$ cat src/hw/rtl/gbnsw_pkg.sv
// Shared types and constants for the go-back-N sender window.
`timescale 1ns / 1ps

package gbnsw_pkg;

    localparam int WINDOW_MAX  = 32;
    localparam int IDX_W       = 16;
    localparam int OP_W        = 2;
    localparam int WS_W        = 6;
    localparam int CFG_DATA_W  = 16;
    localparam int CNT_W       = $clog2(WINDOW_MAX + 1);
    localparam int IN_TDATA_W  = 16;
    localparam int OUT_TDATA_W = 24;

    localparam logic [OP_W-1:0] OP_START   = 2'd0;
    localparam logic [OP_W-1:0] OP_ACK     = 2'd1;
    localparam logic [OP_W-1:0] OP_TIMEOUT = 2'd2;

    localparam logic CFG_WINDOW_SIZE  = 1'b0;
    localparam logic CFG_TOTAL_PACKETS = 1'b1;

    localparam logic [WS_W-1:0] WINDOW_SIZE_RST = 6'd4;

    typedef enum logic [1:0] {
        ACT_NONE,
        ACT_FILL,
        ACT_RESEND
    } act_t;

    typedef struct packed {
        logic accept;
        logic load;
        logic emit;
    } ctrl_cmd_t;

    typedef struct packed {
        logic out_free;
        logic final_word;
    } dp_stat_t;

endpackage

$ cat src/hw/rtl/go_back_n_sender_window.sv
// Top level of the go-back-N sender window.
//
//  Channel  Direction  Handshake                Payload
//  s_       in         s_tvalid / s_tready      s_tuser: operation; s_tdata: ack_number
//  m_       out        m_tvalid / m_tready      m_tuser: send_valid; m_tdata: send_index,
//                                               transfer_done; m_tlast: last
//  cfg_     in         cfg_valid / cfg_ready    cfg_index, cfg_data
//
// Each item is accepted, then the window bounds are loaded, then the single-index
// send loop emits its result words (1 to 32 per item), one index per word.
// Synchronous active-low reset; no clearing pass. Configuration is always ready.
// A stall on m_tready holds the send loop; the next item is taken while the
// final word still waits in the output register.
`timescale 1ns / 1ps

module go_back_n_sender_window import gbnsw_pkg::*; (
    input  logic                   aclk,
    input  logic                   aresetn,
    input  logic                   s_tvalid,
    output logic                   s_tready,
    input  logic [IN_TDATA_W-1:0]  s_tdata,   // [15:0] ack_number
    input  logic [OP_W-1:0]        s_tuser,   // [1:0] operation
    output logic                   m_tvalid,
    input  logic                   m_tready,
    output logic [OUT_TDATA_W-1:0] m_tdata,   // [15:0] send_index, [16] transfer_done
    output logic                   m_tuser,   // [0] send_valid
    output logic                   m_tlast,
    input  logic                   cfg_valid,
    output logic                   cfg_ready,
    input  logic                   cfg_index,
    input  logic [CFG_DATA_W-1:0]  cfg_data
);

    ctrl_cmd_t cmd;
    dp_stat_t  stat;

    assign cfg_ready = 1'b1;

    gbnsw_ctrl u_ctrl (
        .aclk     (aclk),
        .aresetn  (aresetn),
        .s_tvalid (s_tvalid),
        .s_tready (s_tready),
        .stat     (stat),
        .cmd      (cmd)
    );

    gbnsw_dp u_dp (
        .aclk      (aclk),
        .aresetn   (aresetn),
        .cfg_valid (cfg_valid),
        .cfg_index (cfg_index),
        .cfg_data  (cfg_data),
        .in_op     (s_tuser),
        .in_ack    (s_tdata[IDX_W-1:0]),
        .cmd       (cmd),
        .stat      (stat),
        .m_tvalid  (m_tvalid),
        .m_tready  (m_tready),
        .m_tdata   (m_tdata),
        .m_tuser   (m_tuser),
        .m_tlast   (m_tlast)
    );

endmodule

$ cat src/hw/rtl/gbnsw_dp.sv
// Datapath: window state, configuration registers, send cursor and output register.
`timescale 1ns / 1ps

module gbnsw_dp import gbnsw_pkg::*; (
    input  logic                   aclk,
    input  logic                   aresetn,
    input  logic                   cfg_valid,
    input  logic                   cfg_index,
    input  logic [CFG_DATA_W-1:0]  cfg_data,
    input  logic [OP_W-1:0]        in_op,
    input  logic [IDX_W-1:0]       in_ack,
    input  ctrl_cmd_t              cmd,
    output dp_stat_t               stat,
    output logic                   m_tvalid,
    input  logic                   m_tready,
    output logic [OUT_TDATA_W-1:0] m_tdata,
    output logic                   m_tuser,
    output logic                   m_tlast
);

    logic [WS_W-1:0]  window_size_reg, window_size_next;
    logic [IDX_W-1:0] total_reg, total_next;
    logic [IDX_W-1:0] base_reg, base_next;
    logic [IDX_W-1:0] send_ptr_reg, send_ptr_next;
    logic             active_reg, active_next;
    act_t             act_reg, act_next;
    logic [IDX_W:0]   cur_reg, cur_next;
    logic [IDX_W:0]   end_reg, end_next;
    logic [CNT_W-1:0] cnt_reg, cnt_next;
    logic             done_reg, done_next;
    logic             out_valid_reg, out_valid_next;
    logic             out_send_reg, out_send_next;
    logic [IDX_W-1:0] out_index_reg, out_index_next;
    logic             out_done_reg, out_done_next;
    logic             out_last_reg, out_last_next;

    logic [IDX_W:0]   eff_win, base_ext, total_ext, win_top, limit;
    logic             has_more, last_one, out_free;

    // window size 0 behaves as 1, anything above the maximum as the maximum
    always_comb begin
        if (window_size_reg == '0) begin
            eff_win = (IDX_W+1)'(1);
        end else if ((IDX_W+1)'(window_size_reg) > (IDX_W+1)'(WINDOW_MAX)) begin
            eff_win = (IDX_W+1)'(WINDOW_MAX);
        end else begin
            eff_win = (IDX_W+1)'(window_size_reg);
        end
    end

    assign base_ext  = {1'b0, base_reg};
    assign total_ext = {1'b0, total_reg};
    assign win_top   = base_ext + eff_win;
    assign limit     = (win_top < total_ext) ? win_top : total_ext;

    assign has_more = cur_reg < end_reg;
    assign last_one = ((cur_reg + (IDX_W+1)'(1)) >= end_reg)
                   || (cnt_reg == CNT_W'(WINDOW_MAX - 1));
    assign out_free = !out_valid_reg || m_tready;

    assign stat.out_free   = out_free;
    assign stat.final_word = !has_more || last_one;

    always_comb begin
        window_size_next = window_size_reg;
        total_next       = total_reg;
        base_next        = base_reg;
        send_ptr_next    = send_ptr_reg;
        active_next      = active_reg;
        act_next         = act_reg;
        cur_next         = cur_reg;
        end_next         = end_reg;
        cnt_next         = cnt_reg;
        done_next        = done_reg;
        out_valid_next   = out_valid_reg && !m_tready;
        out_send_next    = out_send_reg;
        out_index_next   = out_index_reg;
        out_done_next    = out_done_reg;
        out_last_next    = out_last_reg;

        if (cfg_valid) begin
            case (cfg_index)
                CFG_WINDOW_SIZE:   window_size_next = cfg_data[WS_W-1:0];
                CFG_TOTAL_PACKETS: total_next = cfg_data[IDX_W-1:0];
                default: ;
            endcase
        end

        if (cmd.accept) begin
            case (in_op)
                OP_START: begin
                    base_next     = '0;
                    send_ptr_next = '0;
                    active_next   = 1'b1;
                    act_next      = ACT_FILL;
                end
                OP_ACK: begin
                    if (active_reg && (in_ack > base_reg)) begin
                        // acks past what was sent saturate
                        base_next = (in_ack < send_ptr_reg) ? in_ack : send_ptr_reg;
                        act_next  = ACT_FILL;
                    end else begin
                        act_next = ACT_NONE;
                    end
                end
                OP_TIMEOUT: begin
                    act_next = active_reg ? ACT_RESEND : ACT_NONE;
                end
                default: act_next = ACT_NONE;
            endcase
        end

        if (cmd.load) begin
            case (act_reg)
                ACT_FILL: begin
                    cur_next = {1'b0, send_ptr_reg};
                    end_next = limit;
                end
                ACT_RESEND: begin
                    cur_next = base_ext;
                    end_next = {1'b0, send_ptr_reg};
                end
                default: begin
                    cur_next = '0;
                    end_next = '0;
                end
            endcase
            cnt_next  = '0;
            done_next = base_ext >= total_ext;
            if (base_ext >= total_ext) begin
                active_next = 1'b0;
            end
        end

        if (cmd.emit) begin
            out_valid_next = 1'b1;
            out_send_next  = has_more;
            out_index_next = has_more ? cur_reg[IDX_W-1:0] : '0;
            out_done_next  = done_reg;
            out_last_next  = !has_more || last_one;
            if (has_more) begin
                cur_next = cur_reg + (IDX_W+1)'(1);
                cnt_next = cnt_reg + CNT_W'(1);
                if (act_reg == ACT_FILL) begin
                    send_ptr_next = cur_reg[IDX_W-1:0] + IDX_W'(1);
                end
            end
        end
    end

    always_ff @(posedge aclk) begin
        if (!aresetn) begin
            window_size_reg <= WINDOW_SIZE_RST;
            total_reg       <= '0;
            base_reg        <= '0;
            send_ptr_reg    <= '0;
            active_reg      <= 1'b0;
            act_reg         <= ACT_NONE;
            cur_reg         <= '0;
            end_reg         <= '0;
            cnt_reg         <= '0;
            done_reg        <= 1'b0;
            out_valid_reg   <= 1'b0;
        end else begin
            window_size_reg <= window_size_next;
            total_reg       <= total_next;
            base_reg        <= base_next;
            send_ptr_reg    <= send_ptr_next;
            active_reg      <= active_next;
            act_reg         <= act_next;
            cur_reg         <= cur_next;
            end_reg         <= end_next;
            cnt_reg         <= cnt_next;
            done_reg        <= done_next;
            out_valid_reg   <= out_valid_next;
        end
    end

    always_ff @(posedge aclk) begin
        out_send_reg  <= out_send_next;
        out_index_reg <= out_index_next;
        out_done_reg  <= out_done_next;
        out_last_reg  <= out_last_next;
    end

    assign m_tvalid = out_valid_reg;
    assign m_tlast  = out_last_reg;
    assign m_tuser  = out_send_reg;
    assign m_tdata  = {(OUT_TDATA_W-IDX_W-1)'(0), out_done_reg, out_index_reg};

    a_ptr_above_base: assert property (@(posedge aclk) disable iff (!aresetn)
        send_ptr_reg >= base_reg)
        else $error("send pointer fell below window base");

    a_in_flight_bounded: assert property (@(posedge aclk) disable iff (!aresetn)
        ({1'b0, send_ptr_reg} - base_ext) <= (IDX_W+1)'(WINDOW_MAX))
        else $error("more packets in flight than the window maximum");

    a_no_overwrite: assert property (@(posedge aclk) disable iff (!aresetn)
        cmd.emit |-> (!out_valid_reg || m_tready))
        else $error("output word overwritten while stalled");

endmodule

$ cat src/hw/rtl/gbnsw_ctrl.sv
// Controller: sequences accept, window load and per-word emission.
`timescale 1ns / 1ps

module gbnsw_ctrl import gbnsw_pkg::*; (
    input  logic      aclk,
    input  logic      aresetn,
    input  logic      s_tvalid,
    output logic      s_tready,
    input  dp_stat_t  stat,
    output ctrl_cmd_t cmd
);

    typedef enum logic [1:0] {
        ST_IDLE,
        ST_LOAD,
        ST_EMIT
    } state_t;

    state_t state_reg, state_next;
    logic   s_tready_reg;

    always_comb begin
        cmd.accept = s_tready_reg && s_tvalid;
        cmd.load   = (state_reg == ST_LOAD);
        cmd.emit   = (state_reg == ST_EMIT) && stat.out_free;
    end

    always_comb begin
        state_next = state_reg;
        case (state_reg)
            ST_IDLE: if (s_tvalid) state_next = ST_LOAD;
            ST_LOAD: state_next = ST_EMIT;
            ST_EMIT: if (stat.out_free && stat.final_word) state_next = ST_IDLE;
            default: state_next = ST_IDLE;
        endcase
    end

    always_ff @(posedge aclk) begin
        if (!aresetn) begin
            state_reg    <= ST_IDLE;
            s_tready_reg <= 1'b1;
        end else begin
            state_reg    <= state_next;
            s_tready_reg <= (state_next == ST_IDLE);
        end
    end

    assign s_tready = s_tready_reg;

    a_ready_in_idle: assert property (@(posedge aclk) disable iff (!aresetn)
        s_tready_reg == (state_reg == ST_IDLE))
        else $error("input ready out of step with controller state");

    a_accept_then_load: assert property (@(posedge aclk) disable iff (!aresetn)
        cmd.accept |=> cmd.load)
        else $error("accepted word not followed by window load");

endmodule

$ cat config.mk
export PLATFORM = sky130hd
export DESIGN_NAME = go_back_n_sender_window
export DESIGN_NICKNAME = d
export VERILOG_FILES = /design/src/hw/rtl/gbnsw_pkg.sv /design/src/hw/rtl/go_back_n_sender_window.sv /design/src/hw/rtl/gbnsw_dp.sv /design/src/hw/rtl/gbnsw_ctrl.sv
export SDC_FILE = /design/constraint.sdc
export NUM_CORES = 1
export LEC_CHECK = 0
export BUFFER_PORTS_ARGS = -buffer_cell sky130_fd_sc_hd__buf_4
export CORE_MARGIN = 3
export CORE_UTILIZATION = 25
export CTS_BUF_LIST = sky130_fd_sc_hd__clkbuf_4 sky130_fd_sc_hd__clkbuf_8 sky130_fd_sc_hd__clkbuf_16
export DETAILED_ROUTE_END_ITERATION = 12
export PLACE_DENSITY = 0.48
export SLEW_MARGIN = 20
export SYNTH_ARGS = -nofsm -noshare
export SYNTH_HDL_FRONTEND = slang
export SYNTH_SLANG_ARGS = --single-unit
$ cat constraint.sdc
create_clock -name aclk -period 4.42 [get_ports aclk]
set_input_delay 0.663 -clock aclk [delete_from_list [all_inputs] [get_ports aclk]]
set_output_delay 0.663 -clock aclk [all_outputs]
set_load 0.05 [all_outputs]
## Word level (Yosys, flattened, before mapping)

Index checks and enable logic that the tools add are counted.

- Register bits after elaboration: 121
- Bits of input ports: 40
- Output and inout port bits: 29
- Logic and storage cells: 86

- Add/sub/neg operators: 4
- $lt $le $gt $ge: 7
- Eq/ne operators: 8
- Multiplexer cells: 30
- Bitwise logic cells: 1
- Reductions and logical operators: 19

Operator list:

| operator | number |
|---|---|
| two-way mux 16 bit | 7 |
| two-way mux 17 bit | 5 |
| case mux 16 bit (2 select lines) | 2 |
| case mux 17 bit (2 select lines) | 1 |
| two-way mux 6 bit | 4 |
| adder 16 x 17 -> 17 bit | 1 |
| adder 17 x 1 -> 17 bit, second input constant | 1 |
| >= comparator 17 bit | 1 |
| less-than comparator 17 x 16 -> 1 bit | 1 |
| less-than comparator 17 bit | 1 |
| adder 16 x 1 -> 16 bit, second input constant | 1 |
| >= comparator 16 bit | 1 |
| greater-than comparator 16 bit | 1 |
| less-than comparator 16 bit | 1 |
| case mux 2 bit (3 select lines) | 2 |
| adder 6 x 1 -> 6 bit, second input constant | 1 |
| == test 2 x 1 -> 1 bit, second input constant | 3 |
| == test 2 bit, second input constant | 3 |
| == test 6 x 5 -> 1 bit, second input constant | 1 |
| greater-than comparator 6 bit, second input constant | 1 |
| zero test 2 bit | 3 |
| zero test 6 bit | 1 |
| two-way mux 1 bit | 6 |
| two-way mux 2 bit | 3 |
| 8 further kinds | 17 |

## Longest topological paths before layout

Gate-level depths: netlist of the first run.

- Word-level depth: 8
- Depth in mapped cells: 19

## Hierarchy

A second synthesis of the first run with hierarchy kept.

- Cell total of the unflattened synthesis: 1003
- Area, all modules: 8229.1 µm²

Modules (own cells, without submodules):

| module | instances | cells an instance | area each (µm²) |
|---|---|---|---|
| gbnsw_dp | 1 | 986 | 8094.0 |
| gbnsw_ctrl | 1 | 15 | 123.9 |
| go_back_n_sender_window | 1 | 2 | 11.3 |

## Worst setup path before layout of the first run

Ideal clock, no wire load.

- Path type: register to register
- Start: register u_dp.window_size_reg[1]
- End: register u_dp.end_reg[11]
- Library setup time: 0.062 ns
- Data arrival time: 3.589 ns
- Data required time: 4.358 ns
- Path slack: 0.769 ns
- Stages on the path, launching flop included: 20
- Buffers on the path: 1
- Cells stage by stage: dfxtp_1 > nor4_1 > nor2_1 > nor2_1 > ha_1 > inv_1 > fa_1 > nor2b_1 > o21ai_1 > and2_1 > or3_1 > nand2_1 > ha_1 > nand3_1 > nor3_1 > nand4_1 > o21ai_1 > clkbuf_1 > o2111ai_1 > nand3_1

- Longest elaborated chain between the ends: 7
- Elaborated cells on any way between the ends: 8
- Classes of those cells: 1 x add/sub; 2 x order compare; 4 x mux; 1 x reduce/logical

Ends and longest elaborated chain:

| element | line | RTL |
|---|---|---|
| start: declaration | gbnsw_dp.sv:21 | `logic [WS_W-1:0] window_size_reg, window_size_next;` |
| start signal: assignment | gbnsw_dp.sv:165 | `window_size_reg <= window_size_next;` |
| greater-than comparator 6 bit | gbnsw_dp.sv:44 | `end else if ((IDX_W+1)'(window_size_reg) > (IDX_W+1)'(WINDOW_MAX)) begin` |
| two-way mux 6 bit | gbnsw_dp.sv:44 |  |
| two-way mux 17 bit * | gbnsw_dp.sv:42 | `if (window_size_reg == '0) begin` |
| adder 16 x 17 -> 17 bit * | gbnsw_dp.sv:53 | `assign win_top = base_ext + eff_win;` |
| less-than comparator 17 x 16 -> 1 bit | gbnsw_dp.sv:54 | `assign limit = (win_top < total_ext) ? win_top : total_ext;` |
| two-way mux 17 bit * | gbnsw_dp.sv:54 |  |
| case mux 17 bit (2 select lines) * | gbnsw_dp.sv:114 | `case (act_reg)` |
| end signal: assignment | gbnsw_dp.sv:172 | `end_reg <= end_next;` |
| end: declaration | gbnsw_dp.sv:28 | `logic [IDX_W:0] end_reg, end_next;` |

Mark *: on every way between the ends. The rest lies on a longest branch, timed or not.
A chain may end at the register's enable or synchronous reset.

## Worst setup path in the final report of the first run

- Start: register u_dp.window_size_reg[1]
- End: register u_dp.end_reg[0]

The elaborated chain is that of the path after synthesis.

==> results of run 1 <==
[worst reg2reg max path: stages (launching register included)]
cell      delay, ns
dfxtp_1        0.32
nor4_1         0.26
nor2_1         0.06
nor2_1         0.12
ha_1           0.18
inv_1          0.06
fa_1           0.42
nor2b_2        0.19
o21ai_2        0.11
a21oi_2        0.19
xnor2_2        0.15
ha_1           0.28
and2_0         0.18
a221o_1        0.31
a211oi_2       0.25
o21ai_1        0.09
buf_4          0.20
or4_1          0.51
o211ai_1       0.08
[power by group]
group | internal, mW | total (mW) | switching [mW]
combinational | 0.114 | 0.322 | 0.208
clock | 0.960 | 1.52 | 0.560
sequential | 1.13 | 1.15 | 0.0157
total | 2.20 | 2.99 | 0.784
[stage by stage]
stage          instances  area [um^2]  utilization, %  power, mW
2_1_floorplan       1027         8580               -       1.38
5_1_grt             1532        10200            30.2       3.09
4_1_cts             1532        10100            30.1       3.01
3_3_place_gp        1500         9500            28.3       1.49
3_5_place_dp        1500         9510            28.3       1.49
6_report            1532        10200            30.2       2.99
[final cells by class]
cell class	count	area share, %
clock buffers	19	4.40
clock inverters	13	1.74
inverters	85	3.14
multi-input cells	760	53.1
flip-flops and latches	121	25.7
well taps	448	5.52
repair buffers	86	6.36
[Yosys cell counts, types with 7 or more instances]
cell / instances
ha_1: 106
nand2_1: 105
dfxtp_1: 102
inv_1: 85
a21oi_1: 73
nand3_1: 60
nor2_1: 36
o21ai_0: 36
clkbuf_1: 33
and3_1: 28
mux2i_1: 24
nor3_1: 21
edfxtp_1: 19
nand4_1: 19
xnor2_1: 19
a21o_1: 16
o2bb2ai_1: 16
o2111ai_1: 13
a211oi_1: 12
a22o_1: 12
nor2b_1: 12
nor4_1: 11
o211ai_1: 11
a221oi_1: 10
buf_4: 10
a21boi_0: 9
a22oi_1: 9
buf_1: 8
buf_2: 8
nand2b_1: 8
o21a_1: 8
xor2_1: 7
[per-layer routing]
| metal | up-vias | GRT usage, % | routed length (um) |
|---|---|---|---|
| li1 | 3818 | - | - |
| met4 | 0 | 4.74 | 538 |
| met2 | 181 | 24.8 | 12700 |
| met1 | 3678 | 22.9 | 14400 |
| met5 | - | 0 | 0 |
| met3 | 29 | 2.59 | 1370 |
[cells by family after synthesis]
logic type,count (synthesis),share of synthesized area [%]
AO/OA/AOI/OAI,261,21.4
buffers and inverters,146,7.06
AND/OR/NAND/NOR,334,19.7
other,2,0.0877
multiplexers,24,2.81
flip-flops,121,30.5
adder cells (fa/ha/maj),107,15.7
XOR/XNOR,26,2.66
[timing repair]
action	in CTS	in global routing
gates resized for setup	0	5
setup endpoints to repair	0	8
endpoints found under the hold margin	0	0
hold buffers	0	0
[worst paths after layout]
| kind | end | slack [ns] | depth (start not counted) |
|---|---|---|---|
| worst max-delay path | u_dp.end_reg[0] | 0.37 | 18 |
| worst min-delay path | u_dp.out_done_reg | 0.44 | 0 |
| worst max register to register | u_dp.end_reg[0] | 0.37 | 18 |
| worst min register to register | u_dp.out_done_reg | 0.44 | 0 |
==> flow_metrics.py, run 1 <==
metrics = {
    "setup_path": {
        "path_cells": "nor4_1, nor2_1, nor2_1, ha_1, inv_1, fa_1, nor2b_2, o21ai_2, a21oi_2, xnor2_2, ha_1, and2_0, a221o_1, a211oi_2, o21ai_1, buf_4, or4_1, o211ai_1",
        "critPathCaptureType": "flop",
        "cp.arrival_ns": 4.40,
        "crit_fanout": 16,
        "cp.required_ns": 4.77,
        "slowest_delay_ns": 0.51,
        "timing.critical_path.buf_inv": 2,
        "slowest_stage": "or4_1",
        "r2r_start": "u_dp.window_size_reg[1]",
        "worstSetupPathType": "flop to flop",
        "path_delay_family": "simple AND/OR/NAND/NOR gates",
        "crit_start": "u_dp.window_size_reg[1]",
        "start_kind": "flop",
    },
    "clock_tree": {
        "clk_root_buffer_cell": "clkbuf_16",
        "cts_setup_buffers": 0,
        "cts_tree": "yes",
        "numCtsBuffers": 17,
        "insertion_delay_ns": 0.43,
        "htree_levels": 4,
        "cts.sinks": 121,
        "clk_pin_slew_ns": 0.06,
        "cts_buffer_depth": 2,
    },
    "die": {
        "chipHeight_um": 191,
        "start_util_pct": 25.5,
        "ioPinCount": 69,
        "fp-row-count": 67,
        "fp.dieW_um": 191,
        "core_mm2": 0.0336,
        "fp.dieArea_mm2": 0.0365,
    },
    "sta": {
        "rsz0062_at_grt": "false",
        "setup_ws_ns": 0.372,
        "whs_ns": 0.442,
        "fin_worst_skew_ns": 0.0123,
        "layout_min_cycle_time_ns": 4.05,
        "slew_viol_final": 0,
        "finalCritPeriodShare_pct": 91.6,
        "final_hold_viol_count": 0,
        "clock.fmax_mhz": 247,
        "tns_ns": 0,
        "setup_viol": 0,
        "maxSlewHeadroom_pct": 28.9,
        "tightest_slew_ns": 1.06,
    },
    "cells_and_area": {
        "fillers": 3605,
        "area_delta_synth_final_pct": 18.6,
        "final_cell_mix": "ha_1 (106), nand2_1 (105), dfxtp_1 (102)",
        "antennaDiodeCount": 0,
        "multi_input_area_mm2": 0.00539,
        "final_common_cell": "ha_1",
        "drive_gt1_share_pct": 12.7,
        "seq_area_mm2": 0.00261,
        "final_nets": 1218,
    },
    "placement": {
        "hpwl_mm": 21.9,
        "place_ws_ns": 0.255,
        "io_buffers": 60,
        "gp_congestion": 0.856,
    },
    "hold_path": {
        "hp-class": "flop to flop",
        "worstHoldStart": "u_dp.done_reg",
    },
    "route": {
        "first_pass_iters": 5,
        "drc": 0,
        "avgViaCountPerCell": 5.03,
        "drtIter0Drc": 552,
        "wire_per_inst_um": 18.9,
        "vias": 7706,
        "drtAntennaViolNets": 0,
        "wl_mm": 29.0,
    },
    "pwr": {
        "power_density_mw_per_mm2": 294,
        "ir_worst_vdd_mv": 0.289,
        "p_leak_nw": 4.10,
    },
    "global_routing": {
        "track_usage_pct": 16.0,
        "overflow": 0,
        "grt_pass1_wl_mm": 44.6,
        "antenna_found_initial": 0,
        "grt_start_max_net_pins": 60,
        "grt_pass1_vias": 7429,
    },
    "synthesis": {
        "synth_largest_area_cell": "dfxtp_1",
        "async_reset_ff_share_pct": 0,
        "netlist.area_leader.share_pct": 23.9,
        "synth_area_leaders": "dfxtp_1 (24%), ha_1 (15%), edfxtp_1 (6.7%)",
        "syn_avg_cell_area_um2": 8.38,
        "ys_warn_count": 0,
        "yosysUniqueCellTypes": 72,
        "netlist_area_mm2": 0.00856,
        "synth_edf_count": 19,
        "ys_ff_latch": 121,
        "synth_ff_type": "dfxtp_1",
        "yosysSeqAreaShare_pct": 30.5,
        "synthCells": 1021,
    },
    "run_status": {
        "outcome": "completed",
    },
    "flow_run": {
        "drv_cap": 0,
    },
}
No activity file was read; power rests on OpenSTA's default activity.
==> inputs of run 2 (changes only) <==
--- a/config.mk
+++ b/config.mk
@@ -10,6 +10,7 @@
 export CORE_UTILIZATION = 25
 export CTS_BUF_LIST = sky130_fd_sc_hd__clkbuf_4 sky130_fd_sc_hd__clkbuf_8 sky130_fd_sc_hd__clkbuf_16
 export DETAILED_ROUTE_END_ITERATION = 12
+export MAX_ROUTING_LAYER = met4
 export PLACE_DENSITY = 0.48
 export SLEW_MARGIN = 20
 export SYNTH_ARGS = -nofsm -noshare
==> run 2 against run 1 <==
Global-route usage is 0.47 points higher. Clock skew is 0.0015 ns higher. Total power is 0.24% lower. Critical endpoint unchanged. Flip-flop and latch count stayed put. Final cell count stayed put. Wire length is 0.20% higher. Design area stayed put. Combinational power hardly changed. First-iteration DRC count is 0.91% higher.
==> flow_metrics.py, run 2 (same netlist as run 1, synthesis figures left out) <==
metrics = {
    "run_status": {
        "outcome": "completed",
    },
    "clock_tree": {
        "htree_levels": 4,
        "clk_root_buffer_cell": "clkbuf_16",
        "cts_buffer_depth": 2,
        "cts_tree": "yes",
        "numCtsBuffers": 17,
        "cts_setup_buffers": 0,
        "clk_pin_slew_ns": 0.06,
        "insertion_delay_ns": 0.44,
        "cts.sinks": 121,
    },
    "route": {
        "drtIter0Drc": 557,
        "drc": 0,
        "drtAntennaViolNets": 0,
        "vias": 7741,
        "first_pass_iters": 5,
        "wire_per_inst_um": 19.0,
        "avgViaCountPerCell": 5.05,
        "wl_mm": 29.0,
    },
    "placement": {
        "hpwl_mm": 21.9,
        "io_buffers": 60,
        "gp_congestion": 0.870,
        "place_area_mm2": 0.00951,
        "place_inst": 1500,
    },
    "hold_path": {
        "hp-class": "flop to flop",
    },
    "cells_and_area": {
        "area_delta_synth_final_pct": 18.6,
        "final_cell_mix": "ha_1 (106), nand2_1 (105), dfxtp_1 (102)",
        "antennaDiodeCount": 0,
        "finalNonFillerCells": 1532,
        "final_nets": 1218,
        "fin_area_mm2": 0.0102,
        "final_util_pct": 30.2,
        "drive_gt1_share_pct": 12.7,
        "final_common_cell": "ha_1",
    },
    "setup_path": {
        "crit_fanout": 16,
        "slowest_stage": "or4_1",
        "cp.arrival_ns": 4.41,
        "start_kind": "flop",
        "critPathCaptureType": "flop",
        "worstSetupPathType": "flop to flop",
        "slowest_delay_ns": 0.51,
        "cp.required_ns": 4.77,
        "path_cells": "nor4_1, nor2_1, nor2_1, ha_1, inv_1, fa_1, nor2b_2, o21ai_2, a21oi_2, xnor2_2, ha_1, and2_0, a221o_1, a211oi_2, o21ai_1, buf_4, or4_1, o211ai_1",
    },
    "sta": {
        "final_hold_viol_count": 0,
        "tightest_slew_ns": 1.12,
        "finalCritPeriodShare_pct": 91.9,
        "clock.fmax_mhz": 246,
        "rsz0062_at_grt": "false",
        "tns_ns": 0,
        "maxSlewHeadroom_pct": 24.4,
        "layout_min_cycle_time_ns": 4.06,
        "fin_worst_skew_ns": 0.0137,
        "setup_viol": 0,
        "slew_viol_final": 0,
    },
    "global_routing": {
        "grtUsageMet3_pct": 2.49,
        "grt_util_met1_pct": 23.0,
        "grt.met2_usage_pct": 24.8,
        "track_usage_pct": 16.5,
        "grt_start_max_net_pins": 60,
        "top_usage_layer": "met2",
        "grt_pass1_wl_mm": 44.6,
        "grt_pass1_vias": 7420,
        "antenna_found_initial": 0,
        "overflow": 0,
    },
    "die": {
        "chipHeight_um": 191,
        "fp.dieW_um": 191,
        "ioPinCount": 69,
        "fp.dieArea_mm2": 0.0365,
        "start_util_pct": 25.5,
        "fp-row-count": 67,
        "core_mm2": 0.0336,
    },
    "pwr": {
        "power_density_mw_per_mm2": 294,
        "ir_worst_vdd_mv": 0.289,
        "p_leak_nw": 4.10,
    },
    "flow_run": {
        "drv_cap": 0,
    },
}
run 2: cell counts in the layout (fill, tap and decap cells not counted):
No cell type changed its count.
run 2: worst max-delay path: cells and delay by family (launching register included):
| kind | cells | cell delay [ns] |
|---|---|---|
| flops | 1 | 0.32 |
| compound gates | 6 | 1.04 |
| simple gates | 6 | 1.30 |
| xor+xnor | 1 | 0.16 |
| fa+ha+maj | 3 | 0.89 |
| buf+inv | 2 | 0.26 |
run 2: final cells by class:
type / count / area, um^2
clock inverters: 13 / 176
well taps: 448 / 561
fillers: 3605 / 23500
multi-input cells: 760 / 5390
flip-flops and latches: 121 / 2610
repair buffers: 86 / 646
inverters: 85 / 319
clock buffers: 19 / 447
run 2: per-layer routing:
metal	routed length (um)	up-vias
li1	-	3824
met4	610	0
met5	0	-
met2	12700	200
met1	14300	3680
met3	1420	37
run 2: repair_timing:
item | in CTS | in global routing
setup endpoints to repair | 0 | 8
resized for setup | 0 | 5
hold buffers | 0 | 0
endpoints found under the hold margin | 0 | 0
run 2: path summary, 6_finish.rpt:
check        slack, ns  cells after the start           endpoint                    start
min reg2reg       0.44                      0  u_dp.out_done_reg            u_dp.done_reg
max reg2reg       0.36                     18    u_dp.end_reg[0]  u_dp.window_size_reg[1]
min               0.44                      0  u_dp.out_done_reg            u_dp.done_reg
max               0.36                     18    u_dp.end_reg[0]  u_dp.window_size_reg[1]
run 2: per-stage QoR:
step / power (mW) / worst slack (ns) / hold slack [ns]
6_report: 2.98 / 0.359 / 0.440
5_1_grt: 3.09 / 0.0428 / 0.457
4_1_cts: 3.01 / 0.202 / 0.443
3_5_place_dp: 1.49 / 0.255 / 0.426
3_3_place_gp: 1.49 / 0.340 / 0.428
2_1_floorplan: 1.38 / 0.769 / 0.403
run 2: power by group:
part | switching [mW] | internal (mW) | leakage (nW)
sequential | 0.0159 | 1.13 | 1.02
combinational | 0.208 | 0.114 | 2.78
clock | 0.553 | 0.959 | 0.304
